--- src/design/evhr_pkg.sv ---
// shared types, constants and sizes for the event history ring
package evhr_pkg;

    // ring geometry (depth is a power of two, slots wrap by truncation)
    localparam int LOG_DEPTH    = 256;
    localparam int PLAYER_COUNT = 8;
    localparam int PTR_W        = $clog2(LOG_DEPTH);
    localparam int CNT_W        = PTR_W + 1;

    // field widths
    localparam int ACTION_W = 3;
    localparam int PLAYER_W = 3;
    localparam int SOURCE_W = 8;
    localparam int KIND_W   = 8;
    localparam int AMOUNT_W = 16;
    localparam int TIME_W   = 32;
    localparam int POS_W    = 8;
    localparam int TOTAL_W  = CNT_W;

    localparam int IN_DATA_W   = PLAYER_W + SOURCE_W + KIND_W + AMOUNT_W + TIME_W + POS_W;
    localparam int IN_TDATA_W  = ((IN_DATA_W + 7) / 8) * 8;
    localparam int IN_PAD_W    = IN_TDATA_W - IN_DATA_W;
    localparam int OUT_DATA_W  = PLAYER_W + SOURCE_W + KIND_W + AMOUNT_W + TIME_W + TOTAL_W;
    localparam int OUT_TDATA_W = ((OUT_DATA_W + 7) / 8) * 8;
    localparam int OUT_PAD_W   = OUT_TDATA_W - OUT_DATA_W;

    typedef enum logic [ACTION_W-1:0] {
        ACT_APPEND       = 3'd0,
        ACT_CLEAR        = 3'd1,
        ACT_REMOVE_MATCH = 3'd2,
        ACT_REMOVE_POS   = 3'd3,
        ACT_READ_POS     = 3'd4
    } t_action;

    // one stored record, as held in the ring memory
    typedef struct packed {
        logic        [TIME_W-1:0]   rec_time;
        logic signed [AMOUNT_W-1:0] rec_amount;
        logic        [KIND_W-1:0]   rec_kind;
        logic signed [SOURCE_W-1:0] rec_source;
        logic        [PLAYER_W-1:0] rec_player;
    } t_rec;

    localparam int REC_W = $bits(t_rec);

    typedef struct packed {
        logic        [IN_PAD_W-1:0] pad;
        logic        [POS_W-1:0]    position;
        logic        [TIME_W-1:0]   time_stamp;
        logic signed [AMOUNT_W-1:0] change_amount;
        logic        [KIND_W-1:0]   event_kind;
        logic signed [SOURCE_W-1:0] source_code;
        logic        [PLAYER_W-1:0] player_id;
    } t_in_data;

    typedef struct packed {
        logic        [OUT_PAD_W-1:0] pad;
        logic        [TOTAL_W-1:0]   entry_total;
        logic        [TIME_W-1:0]    rec_time;
        logic signed [AMOUNT_W-1:0]  rec_amount;
        logic        [KIND_W-1:0]    rec_kind;
        logic signed [SOURCE_W-1:0]  rec_source;
        logic        [PLAYER_W-1:0]  rec_player;
    } t_out_data;

    // controller to datapath commands
    typedef struct packed {
        logic capture;
        logic append;
        logic clear;
        logic set_ok;
        logic rd_pos;
        logic cap_rec;
        logic srch_start;
        logic srch_step;
        logic srch_hit;
        logic shift_prime;
        logic shift_step;
        logic remove_end;
        logic load_out;
    } t_dp_cmd;

    // datapath to controller status
    typedef struct packed {
        t_action act;
        logic    append_ok;
        logic    pos_ok;
        logic    fill_zero;
        logic    match;
        logic    exhausted;
        logic    cmp_zero;
        logic    idx_zero;
        logic    idx_one;
        logic    out_free;
    } t_dp_stat;

endpackage

--- src/design/evhr_ctrl.sv ---
// sequencing state machine for the event history ring
module evhr_ctrl (
    input  logic              i_clk,
    input  logic              i_rst_n,
    input  logic              i_accept,
    input  evhr_pkg::t_dp_stat i_stat,
    output evhr_pkg::t_dp_cmd  o_cmd,
    output logic              o_ready
);

    typedef enum logic [2:0] {
        S_IDLE,
        S_DECODE,
        S_RD_WAIT,
        S_RM_WAIT,
        S_SEARCH,
        S_SH_PRIME,
        S_SH_RUN,
        S_FINISH
    } t_state;

    t_state r_state;
    t_state n_state;
    logic   r_ready;

    always_comb begin
        n_state = r_state;
        o_cmd   = '0;
        case (r_state)
            S_IDLE: begin
                if (i_accept) begin
                    o_cmd.capture = 1'b1;
                    n_state       = S_DECODE;
                end
            end
            S_DECODE: begin
                n_state = S_FINISH;
                case (i_stat.act)
                    evhr_pkg::ACT_APPEND: begin
                        if (i_stat.append_ok) begin
                            o_cmd.append = 1'b1;
                            o_cmd.set_ok = 1'b1;
                        end
                    end
                    evhr_pkg::ACT_CLEAR: begin
                        o_cmd.clear  = 1'b1;
                        o_cmd.set_ok = 1'b1;
                    end
                    evhr_pkg::ACT_READ_POS: begin
                        if (i_stat.pos_ok) begin
                            o_cmd.rd_pos = 1'b1;
                            n_state      = S_RD_WAIT;
                        end
                    end
                    evhr_pkg::ACT_REMOVE_POS: begin
                        if (i_stat.pos_ok) begin
                            o_cmd.rd_pos = 1'b1;
                            n_state      = S_RM_WAIT;
                        end
                    end
                    evhr_pkg::ACT_REMOVE_MATCH: begin
                        if (!i_stat.fill_zero) begin
                            o_cmd.srch_start = 1'b1;
                            n_state          = S_SEARCH;
                        end
                    end
                    default: begin
                        n_state = S_FINISH;
                    end
                endcase
            end
            S_RD_WAIT: begin
                o_cmd.cap_rec = 1'b1;
                o_cmd.set_ok  = 1'b1;
                n_state       = S_FINISH;
            end
            S_RM_WAIT: begin
                o_cmd.cap_rec = 1'b1;
                o_cmd.set_ok  = 1'b1;
                if (i_stat.idx_zero) begin
                    o_cmd.remove_end = 1'b1;
                    n_state          = S_FINISH;
                end else begin
                    n_state = S_SH_PRIME;
                end
            end
            S_SEARCH: begin
                if (i_stat.match) begin
                    o_cmd.cap_rec  = 1'b1;
                    o_cmd.set_ok   = 1'b1;
                    o_cmd.srch_hit = 1'b1;
                    if (i_stat.cmp_zero) begin
                        o_cmd.remove_end = 1'b1;
                        n_state          = S_FINISH;
                    end else begin
                        n_state = S_SH_PRIME;
                    end
                end else if (i_stat.exhausted) begin
                    n_state = S_FINISH;
                end else begin
                    o_cmd.srch_step = 1'b1;
                end
            end
            S_SH_PRIME: begin
                o_cmd.shift_prime = 1'b1;
                n_state           = S_SH_RUN;
            end
            S_SH_RUN: begin
                o_cmd.shift_step = 1'b1;
                if (i_stat.idx_one) begin
                    o_cmd.remove_end = 1'b1;
                    n_state          = S_FINISH;
                end
            end
            S_FINISH: begin
                if (i_stat.out_free) begin
                    o_cmd.load_out = 1'b1;
                    n_state        = S_IDLE;
                end
            end
            default: begin
                n_state = S_IDLE;
            end
        endcase
    end

    always_ff @(posedge i_clk) begin
        if (!i_rst_n) begin
            r_state <= S_IDLE;
            r_ready <= 1'b0;
        end else begin
            r_state <= n_state;
            r_ready <= (n_state == S_IDLE);
        end
    end

    assign o_ready = r_ready;

endmodule

--- config.mk ---
export PLATFORM = sky130hd
export DESIGN_NAME = evhr_ctrl
export DESIGN_NICKNAME = d
export VERILOG_FILES = /design/src/design/evhr_pkg.sv /design/src/design/evhr_ctrl.sv
export SDC_FILE = /design/constraint.sdc
export NUM_CORES = 1
export LEC_CHECK = 0
export ABC_AREA = 0
export BUFFER_PORTS_ARGS = -buffer_cell sky130_fd_sc_hd__clkbuf_2
export CORE_AREA = 2 2 39 41
export CTS_CLUSTER_SIZE = 14
export DETAILED_ROUTE_END_ITERATION = 12
export DIE_AREA = 0 0 41 43
export PLACE_DENSITY_LB_ADDON = 0.2
export SLEW_MARGIN = 15
export SYNTH_ARGS = -nofsm -noshare
export SYNTH_HDL_FRONTEND = slang
export SYNTH_SLANG_ARGS = --single-unit
--- constraint.sdc ---
create_clock -name i_clk -period 1.7 [get_ports i_clk]
set_clock_uncertainty 0.2 [all_clocks]
set_input_delay 0.34 -clock i_clk [delete_from_list [all_inputs] [get_ports i_clk]]
set_output_delay 0.34 -clock i_clk [all_outputs]
set_load 0.01 [all_outputs]
Word-level counts from Yosys, hierarchy flattened:

Index checks and enable logic that the tools add are counted.

* mux-type cells: 40
* reductions and logical operators: 5
* equality and inequality tests: 11

Operators by type and width (count)
* $pmux W3 S8: 1
* $mux W1: 22
* $mux W3: 7
* $eq A3 B3 Y1 const B: 5
* $eq A3 B2 Y1 const B: 4
* $mux W2: 5
* $logic_not A3 Y1: 3
* $pmux W3 S3: 1
* $eq A3 B1 Y1 const B: 2
* $pmux W1 S3: 2
* $pmux W1 S2: 2
* $reduce_or A2 Y1: 2

* output and inout port bits: 14
* register bits after elaboration: 4

Depth between registers and ports, before layout:

Gate-level depths: netlist (run 1).

* depth after elaboration: 4
* mapped depth: 4
* gate-level depth less buffers: 3

Worst setup path before layout (run 1):

OpenSTA, ideal clock, no wires.

* path type: flip-flop to output port
* start point: register r_state[0]
* end point: output o_cmd[11] in the netlist's numbering
* required time: 1160 ps
* path slack: -156 ps
* stages on the path, launching flop included: 4
* arrival time: 1316 ps
* buffers on the path: 0
* path through: dfxtp_1 -> or3b_4 -> or3_4 -> nor3b_2

RTL lines
* start, declared: RTL line evhr_ctrl.sv:22 `t_state r_state;`
* start signal, assigned: RTL line evhr_ctrl.sv:132 `r_state <= n_state;`
* end, declared: RTL line evhr_ctrl.sv:7 `output evhr_pkg::t_dp_cmd o_cmd,`

==> reports/summary.txt, run 1 <==
flops & latches, synth: 4
drt drc: 0
Clock Latency Late Sink: 0.23 ns
vias in the first global route: 529
worst-case clock buffer depth: 2
Initial Util: 0.320
Iter 0 DRT Violations: 4
via count: 607
initial antenna violation count: 0
Total Wirelength: 1410 um
status: finished with violations
Max-Slew Margin vs Limit: 0.742
Top Metal Used: met4
Syn Inst Count: 60
Post-Syn Nets: 75
RSZ-0062 raised after global routing: yes
Placement Setup Slack: -0.225 ns
flop-to-flop setup slack: 0.01 ns
row count: 14
failing checks: setup timing
Yosys top cell area share: 0.181
post-synthesis cell area: 443 um2
Slew @ Worst Pin: 0.382 ns
First-pass DRT Iterations: 4
area leader, netlist: dfxtp_1
Worst Path Max Fanout: 3
Slew Viols, Final: 0
Max Cap Viol: 0
Clock transition at path regs: 0.04 ns
ys flop type: dfxtp_1
Vias/cell: 5.10
ANT cells: 0
WP data required: 1.16 ns
met3 routed WL: 59 um
Area growth, synth to finish: 93.5%
share of post-route cells with drive strength above 1: 0.641
I/O pin cnt: 29
CTS tree: built
sequential area share after synthesis: 0.181
pin count of the biggest net entering global routing: 14
WL/cell: 11.8 um
CP arrival: 1.62 ns
H-tree levels: 1
Power Density: 1440 nW/um2
Post-synth EDFFs: 0
Peak VDD IR: 1.01 mV
Die ar.: 1760 um2
global-route wire length before repair: 2060 um
final hold vios: 0
HPWL Detailed: 1030 um
Tmin final: 2.16 ns
final RePlAce weighted congestion: 0.755
post-route ant nets: 0
all-layer global routing usage: 0.173
Avg Inst Size Synth: 7.38 um2
synth cell count leaders: nor2_1, nor3_1, dfxtp_1, inv_1
Final Cycle Share: 1.27
Die Y: 43 um
total power: 1.23 mW
post-route setup slack: -0.463 ns
max frequency: 462 MHz
endpoints failing setup: 12
Root Buffer: clkbuf_4
Worst setup SP type: register
Worst setup EP type: output pin
port bufs: 28
Num CTS Buffers: 3
Setup CP Type: register to output pin
Distinct cells, synth: 35
async set-reset flop share out of synthesis: 0
WL met1: 643 um
NumNets Final: 120
dominant cells by area after synthesis: dfxtp_1, nor2_1, nor3_1
met2 WL post-DR: 697 um
most frequent cell after synthesis: nor2_1
Die Wd: 41 um
YS warnings: 0
GRT overflow: 0
LEAKAGE: 0.427 nW
clk sinks: 4
Core Region: 1380 um2
Min-Delay Path Class: input pin to register
[where the power goes]
group / switching, mW / internal, mW / leakage [nW] / total [mW]
combinational: 0.435 / 0.518 / 0.380 / 0.953
clock: 0.0342 / 0.0786 / 0.0138 / 0.113
sequential: 0.0239 / 0.143 / 0.0338 / 0.167
total: 0.493 / 0.740 / 0.427 / 1.23
[metrics by stage]
step                      hold WS [ns]  instance area (um2)  setup TNS (ns)  cells  utilization
after floorplan                  0.306                  463          -0.290     60            -
after global placement           0.463                  678          -0.586    110        0.490
after detailed placement         0.467                  678          -0.635    110        0.490
after CTS                        0.234                  739           -1.97    114        0.534
after global routing             0.284                  857           -3.02    119        0.619
final                            0.268                  857           -2.31    119        0.619
[cell usage in the layout, fill, tap and decap left out, types with 2 or more instances in the layout]
master	n
clkbuf_2	16
buf_4	10
buf_6	8
buf_2	8
nor2_1	4
inv_1	3
nor3_1	3
clkbuf_4	3
and3_4	2
nor2b_1	2
nand2_1	2
o21ai_0	2
nor2_2	2
o311ai_0	2
dfxtp_1	2
dfxtp_2	2
[cell type report]
class                           instances  area, um2
Fill cell                             131        527
Timing Repair Buffer                   43        300
Sequential cell                         4       82.6
Clock buffer                            3       22.5
Multi-Input combinational cell         49        417
Tap cell                               16       20.0
Inverter                                4       15.0
[what timing repair did]
item	in CTS	in global routing
hold endpoints to repair	0	0
setup buffers	1	5
endpoints found under the setup margin	10	13
hold buffers	0	0
pin swaps	3	3
cloned	0	0
gates resized for setup	8	29
[worst max-delay path, stage by stage (launching register included)]
cell     delay, ns
dfxtp_2       0.31
or3b_4        0.39
or3_4         0.37
nor3b_4       0.17
buf_2         0.15
[layer usage]
metal / vias to the layer above / global-route usage
met3: 2 / 0.0366
met4: 0 / 0.120
met5: - / 0
met2: 17 / 0.250
li1: 312 / -
met1: 276 / 0.216
[cell families (layout without fill, tap and decap cells)]
| logic type | Yosys count | in the layout | share of synthesized area |
|---|---|---|---|
| mux | 1 | 1 | 0.0254 |
| simple gates | 32 | 32 | 0.446 |
| flops | 4 | 4 | 0.181 |
| compound gates | 16 | 16 | 0.285 |
| buf+inv | 7 | 50 | 0.0621 |
[path summary, 6_finish.rpt]
kind,startpoint,end,depth (start not counted)
hold reg to reg,r_state[0]$_SDFF_PN0_,r_state[0]$_SDFF_PN0_,2
setup reg to reg,r_state[1]$_SDFF_PN0_,r_state[0]$_SDFF_PN0_,6
hold / removal,i_rst_n,r_state[1]$_SDFF_PN0_,3
setup / recovery,r_state[1]$_SDFF_PN0_,o_cmd[11],4
[registers in the layout, summed over array words and instances, names as in the netlist]
| register | count |
|---|---|
| r_state | 3 |
| o_ready | 1 |
Power figures use the tool's default switching activity.
==> run 2, diff against run 1 <==
Settings changed: ABC_AREA 0 to 1.
==> run 2 against run 1 <==
Effect of this change: clock power is essentially flat; critical endpoint is now o_cmd[1]; highest routed layer is now met3; final cell count increased by 15%; routed wire length shrank 17%; sequential power rose by 17%; die area stayed put; synthesized area decreased by 5.4%; non-clock buffer count fell by 5; worst hold slack got worse by 0.12 ns; the flow still finishes with violations (setup timing).
==> reports/summary.txt, run 2 <==
status: finished with violations (unchanged)
failing checks: setup timing (unchanged)
Clock Power Share: 0.114 (was 0.092)
all-layer global routing usage: 0.150 (was 0.173)
Post-synth EDFFs: 0 (unchanged)
Power Density: 1370 nW/um2 (was 1440 nW/um2)
cell area after layout: 739 um2 (was 857 um2)
clk sinks: 4 (unchanged)
CP max-delay cell: dfxtp_2 (was or3b_4)
Avg Inst Size Synth: 5.24 um2 (was 7.38 um2)
Placement Setup Slack: -0.0182 ns (was -0.225 ns)
Initial Util: 0.303 (was 0.320)
final RePlAce weighted congestion: 0.772 (was 0.755)
Num CTS Buffers: 3 (unchanged)
RSZ-0062 raised after global routing: yes (unchanged)
share of post-route cells with drive strength above 1: 0.479 (was 0.641)
pin count of the biggest net entering global routing: 5 (was 14)
Clock Latency Late Sink: 0.23 ns (about the same)
Setup CP Type: register to output pin (unchanged)
async set-reset flop share out of synthesis: 0 (unchanged)
initial antenna violation count: 0 (unchanged)
Worst setup EP type: output pin (unchanged)
Die ar.: 1760 um2 (unchanged)
max frequency: 560 MHz (was 462 MHz)
YS warnings: 0 (unchanged)
vias in the first global route: 512 (was 529)
Slew @ Worst Pin: 0.203 ns (was 0.382 ns)
Worst Path Max Fanout: 4 (was 3)
row count: 14 (unchanged)
Root Buffer: clkbuf_4 (unchanged)
port bufs: 28 (unchanged)
CP arrival: 1.24 ns (was 1.62 ns)
post-route ant nets: 0 (unchanged)
Biggest register: r_state (unchanged)
CP top delay family: flip-flops (was simple AND/OR/NAND/NOR gates)
flops & latches, synth: 4 (unchanged)
Critical Path, Cell by Cell: buf_4, nor2_4, inv_2, nor2_2, nand2_1, nand3_1, buf_2 (was or3b_4, or3_4, nor3b_4, buf_2)
Hold Crit Endpoint: r_state[1]$_SDFF_PN0_ (unchanged)
drt drc: 0 (unchanged)
share of power burned in registers: 0.192 (was 0.136)
Die Wd: 41 um (unchanged)
sequential area share after synthesis: 0.191 (was 0.181)
Crit Reg-Reg Endpoint: o_ready$_SDFF_PN0_ (was r_state[0]$_SDFF_PN0_)
Peak VDD IR: 0.750 mV (was 1.01 mV)
H-tree levels: 1 (unchanged)
slowest cell delay on critical path: 0.34 ns (was 0.39 ns)
Tmin final: 1.78 ns (was 2.16 ns)
Iter 0 DRT Violations: 4 (unchanged)
post-layout util: 0.534 (was 0.619)
Slew Viols, Final: 0 (unchanged)
CTS tree: built (unchanged)
Die Y: 43 um (unchanged)
most common cell after layout, fill and taps aside: clkbuf_2 (unchanged)
most frequent cell after synthesis: nor2_1 (unchanged)
worst-case clock buffer depth: 2 (unchanged)
WP buf/inv: 3 (was 1)
LEAKAGE: 0.442 nW (was 0.427 nW)
endpoints failing setup: 6 (was 12)
hold_sp: i_rst_n (unchanged)
Max Cap Viol: 0 (unchanged)
final hold vios: 0 (unchanged)
GRT overflow: 0 (unchanged)
HPWL Detailed: 977 um (was 1030 um)
Core Region: 1380 um2 (unchanged)
First-pass DRT Iterations: 2 (was 4)
max reg flops: 3 (unchanged)
combinational fraction of design power: 0.693 (was 0.773)
area leader, netlist: dfxtp_1 (unchanged)
NumNets Final: 138 (was 120)
CTS Hold Bufs: 0 (unchanged)
Sw Share: 0.461 (was 0.400)
Power Internal: 546 uW (was 740 uW)
post-synthesis cell area: 419 um2 (was 443 um2)
flop-to-flop setup slack: 0.16 ns (was 0.01 ns)
post-route setup slack: -0.0849 ns (was -0.463 ns)
Vias/cell: 4.42 (was 5.10)
via count: 606 (was 607)
Final Cycle Share: 1.05 (was 1.27)
ANT cells: 0 (unchanged)
dominant cells by area after synthesis: dfxtp_1, nor2_1, inv_1 (was dfxtp_1, nor2_1, nor3_1)
Yosys top cell area share: 0.191 (was 0.181)
hold-critical path depth: 3 (unchanged)
Sw Pwr: 467 uW (was 493 uW)
WP data required: 1.16 ns (about the same)
ys flop type: dfxtp_1 (unchanged)
Area growth, synth to finish: 76.4% (was 93.5%)
global-route wire length before repair: 1850 um (was 2060 um)
synth cell count leaders: nor2_1, inv_1, nand2_1 (was nor2_1, nor3_1, dfxtp_1, inv_1)
Post-Syn Nets: 95 (was 75)
Distinct cells, synth: 15 (was 35)
Total Wirelength: 1170 um (was 1410 um)
Worst setup SP type: register (unchanged)
Clock transition at path regs: 0.03 ns (was 0.04 ns)
reg-to-reg startpoint: r_state[0]$_SDFF_PN0_ (was r_state[1]$_SDFF_PN0_)
Min-Delay Path Class: input pin to register (unchanged)
Max-Slew Margin vs Limit: 0.863 (was 0.742)
placed inst area: 626 um2 (was 678 um2)
WL/cell: 8.52 um (was 11.8 um)
most frequent cells in the layout: clkbuf_2, nand2_1, nor2_1, inv_1, buf_2 (was clkbuf_2, buf_4, buf_6, buf_2, nor2_1)
Syn Inst Count: 80 (was 60)
worst r2r path cells: 10 (was 6)
I/O pin cnt: 29 (unchanged)
fill count: 156 (was 131)
## run 2: what timing repair did
action,in CTS,in global routing
setup buffers,3,2
hold endpoints to repair,0,0
pin swaps,2,2
setup endpoints to repair,11,13
gates resized for setup,10,21
## run 2: how the worst max path moves through the flow
stage	endpoint	start	cells after the start
2_1_floorplan	o_cmd[9]	r_state[1]$_SDFF_PN0_	5
3_3_place_gp	o_cmd[9]	r_state[1]$_SDFF_PN0_	6
3_5_place_dp	o_cmd[9]	r_state[1]$_SDFF_PN0_	6
4_1_cts	o_cmd[9]	r_state[0]$_SDFF_PN0_	7
5_1_grt	o_cmd[9]	r_state[2]$_SDFF_PN0_	6
6_report	o_cmd[1]	r_state[1]$_SDFF_PN0_	7
## run 2: tightest hold or removal path, delay by kind of cell
family | cells | cell delay [ns]
buf+inv | 2 | 0.16
simple gates | 1 | 0.03
## run 2: kinds of logic (layout without fill, tap and decap cells)
group                  after synthesis  after routing  synth area share
AND/OR/NAND/NOR                     50             50             0.552
buffers and inverters               20             61             0.179
AO/OA/AOI/OAI                        6              6            0.0776
flip-flops                           4              4             0.191
## run 2: power by group through the flow
| stage | clock (mW) | combinational [mW] | sequential, mW |
|---|---|---|---|
| 2_1_floorplan | 0 | 0.327 | 0.192 |
| 3_3_place_gp | 0 | 0.556 | 0.174 |
| 3_5_place_dp | 0 | 0.557 | 0.176 |
| 4_1_cts | 0.123 | 0.640 | 0.181 |
| 5_1_grt | 0.136 | 0.791 | 0.201 |
| 6_report | 0.115 | 0.702 | 0.195 |
## run 2: metal layers
layer,share of wire,track usage,vias to the layer above
li1,-,-,332
met1,0.45,0.193,251
met2,0.48,0.231,23
met3,0.078,0.0785,0
met4,0,0,0
met5,0,0,-
## run 2: cell type report
cell class / instances / area (um2) / share of cell area
Inverter: 20 / 77.6 / 0.105
Timing Repair Buffer: 38 / 229 / 0.310
Sequential cell: 4 / 86.3 / 0.117
Tap cell: 16 / 20.0 / 0.0271
Clock buffer: 3 / 22.5 / 0.0305
Multi-Input combinational cell: 56 / 304 / 0.411
## run 2: through the flow
step,cells,hold slack (ns),total power [mW],TNS (ns)
after detailed placement,129,0.379,0.733,-0.0182
after CTS,135,0.135,0.943,-0.691
final,137,0.145,1.01,-0.275
after floorplan,80,0.238,0.519,0
after global placement,129,0.377,0.731,-0.0222
after global routing,137,0.142,1.13,-1.17
==> run 3, diff against run 2 <==
==> constraint.sdc (replaced) <==
create_clock -name i_clk -period 1.7 [get_ports i_clk]
set_clock_uncertainty 0.2 [all_clocks]
set_input_delay 0.425 -clock i_clk [delete_from_list [all_inputs] [get_ports i_clk]]
set_output_delay 0.425 -clock i_clk [all_outputs]
set_load 0.01 [all_outputs]
==> run 3 against run 2 <==
Effect of this change: combinational power grew 11%; die area is the same; sequential share of layout area shrank 1.7 points; power grew 6.1%; core utilization grew 7.1 points; first-iteration DRC count is the same; largest cell class unchanged; routed wire length grew 9.3%; largest power group unchanged; the flow still finishes with violations (setup timing); via count grew 5.3%; critical endpoint unchanged.
==> reports/summary.txt, run 3 (synthesized netlist as in run 2, its figures left out) <==
WL/cell: 8.68 um (was 8.52 um)
Critical Path, Cell by Cell: nand2_2, nor2_4, inv_2, nor2_2, nand2_1, nand3_1, clkbuf_2 (was buf_4, nor2_4, inv_2, nor2_2, nand2_1, nand3_1, buf_2)
final cell count without fillers: 147 (was 137)
Die Wd: 41 um (unchanged)
clk sinks: 4 (unchanged)
CP top delay family: simple AND/OR/NAND/NOR gates (was flip-flops)
HPWL Detailed: 1020 um (was 977 um)
row count: 14 (unchanged)
Final Cycle Share: 1.09 (was 1.05)
initial antenna violation count: 0 (unchanged)
status: finished with violations (unchanged)
vias in the first global route: 597 (was 512)
Root Buffer: clkbuf_4 (unchanged)
placed cells: 141 (was 129)
Vias/cell: 4.34 (was 4.42)
Num CTS Buffers: 3 (unchanged)
Tmin final: 1.86 ns (was 1.78 ns)
ANT cells: 0 (unchanged)
Setup CP Type: register to output pin (unchanged)
port bufs: 28 (unchanged)
Clock Latency Late Sink: 0.23 ns (about the same)
most common cell after layout, fill and taps aside: clkbuf_2 (unchanged)
slowest cell delay on critical path: 0.37 ns (was 0.34 ns)
Placement Setup Slack: -0.152 ns (was -0.0182 ns)
CTS tree: built (unchanged)
Worst setup SP type: register (unchanged)
I/O pin cnt: 29 (unchanged)
pin count of the biggest net entering global routing: 5 (unchanged)
endpoints failing setup: 12 (was 6)
Biggest register: r_state (unchanged)
Slew @ Worst Pin: 0.211 ns (was 0.203 ns)
final hold vios: 0 (unchanged)
Iter 0 DRT Violations: 4 (unchanged)
post-route setup slack: -0.155 ns (was -0.0849 ns)
NumNets Final: 148 (was 138)
most frequent cells in the layout: clkbuf_2, buf_4, nand2_1, inv_1, nor2_1 (was clkbuf_2, nand2_1, nor2_1, inv_1, buf_2)
Slew Viols, Final: 0 (unchanged)
all-layer global routing usage: 0.171 (was 0.150)
Worst Path Max Fanout: 4 (unchanged)
Total Wirelength: 1280 um (was 1170 um)
drt drc: 0 (unchanged)
global-route wire length before repair: 2120 um (was 1850 um)
RSZ-0062 raised after global routing: yes (unchanged)
Max-Slew Margin vs Limit: 0.858 (was 0.863)
Initial Util: 0.303 (unchanged)
Area growth, synth to finish: 99.7% (was 76.4%)
Min-Delay Path Class: input pin to register (unchanged)
Die Y: 43 um (unchanged)
worst-case clock buffer depth: 2 (unchanged)
max frequency: 539 MHz (was 560 MHz)
GRT overflow: 0 (unchanged)
CTS Hold Bufs: 0 (unchanged)
LEAKAGE: 0.480 nW (was 0.442 nW)
WP data required: 1.07 ns (was 1.16 ns)
Max Cap Viol: 0 (unchanged)
share of post-route cells with drive strength above 1: 0.565 (was 0.479)
Power Density: 1280 nW/um2 (was 1370 nW/um2)
Worst setup EP type: output pin (unchanged)
max reg flops: 3 (unchanged)
First-pass DRT Iterations: 3 (was 2)
final RePlAce weighted congestion: 0.681 (was 0.772)
Die ar.: 1760 um2 (unchanged)
post-route ant nets: 0 (unchanged)
H-tree levels: 1 (unchanged)
failing checks: setup timing (unchanged)
Clock transition at path regs: 0.04 ns (was 0.03 ns)
CP max-delay cell: dfxtp_2 (unchanged)
Core Region: 1380 um2 (unchanged)
setup TNS: -0.915 ns (was -0.275 ns)
via count: 638 (was 606)
Peak VDD IR: 0.628 mV (was 0.750 mV)
CP arrival: 1.23 ns (was 1.24 ns)
WP buf/inv: 2 (was 3)
==> run 3: path summary, 6_finish.rpt <==
kind / from / endpoint / slack [ns] / cells after the start
min: i_rst_n / r_state[1]$_SDFF_PN0_ / 0.23 / 3
max reg2reg: r_state[1]$_SDFF_PN0_ / o_ready$_SDFF_PN0_ / 0.09 / 10
max: r_state[2]$_SDFF_PN0_ / o_cmd[1] / -0.16 / 7
min reg2reg: r_state[1]$_SDFF_PN0_ / r_state[2]$_SDFF_PN0_ / 0.60 / 4
==> run 3: layout make-up <==
cell class | instances | area [um2]
inverter | 20 | 80.1
timing repair buffer | 48 | 304
clock buffer | 3 | 22.5
multi-input combinational | 56 | 327
tap | 16 | 20.0
fill | 147 | 547
sequential | 4 | 83.8
==> run 3: report_power, final <==
group | switching, mW | internal [mW]
combinational | 0.421 | 0.356
clock | 0.0349 | 0.0787
sequential | 0.0409 | 0.143
==> run 3: worst reg2reg max path: stages (launching register included) <==
cell and delay (ns):
dfxtp_2 0.35, buf_6 0.14, buf_6 0.12, nand3_4 0.06, buf_4 0.13, nor2_1 0.14, nor2_1 0.08, o21ai_1 0.10
nor2_1 0.06, nand3_1 0.07, nor2_1 0.04
==> run 3: through the flow <==
stage | cell area, um2 | hold WS [ns] | util | power, mW
after floorplan | 433 | 0.323 | - | 0.524
after global routing | 837 | 0.218 | 0.605 | 1.18
after detailed placement | 721 | 0.460 | 0.521 | 0.824
final | 837 | 0.229 | 0.605 | 1.07
after CTS | 803 | 0.217 | 0.580 | 1.05
after global placement | 721 | 0.460 | 0.521 | 0.816
==> run 3: what timing repair did <==
action | 4_1_cts | 5_1_grt
pin swaps | 7 | 2
gates resized for setup | 19 | 15
setup endpoints to repair | 13 | 13
buffers inserted | 2 | 2
==> run 3: layer usage <==
metal / wire length, um / GRT usage / share of wire / vias to the layer above
met1: 506 / 0.186 / 0.40 / 265
met5: 0 / 0 / 0 / -
met4: 0 / 0.0200 / 0 / 0
li1: - / - / - / 352
met3: 83 / 0.0628 / 0.065 / 0
met2: 686 / 0.303 / 0.54 / 21
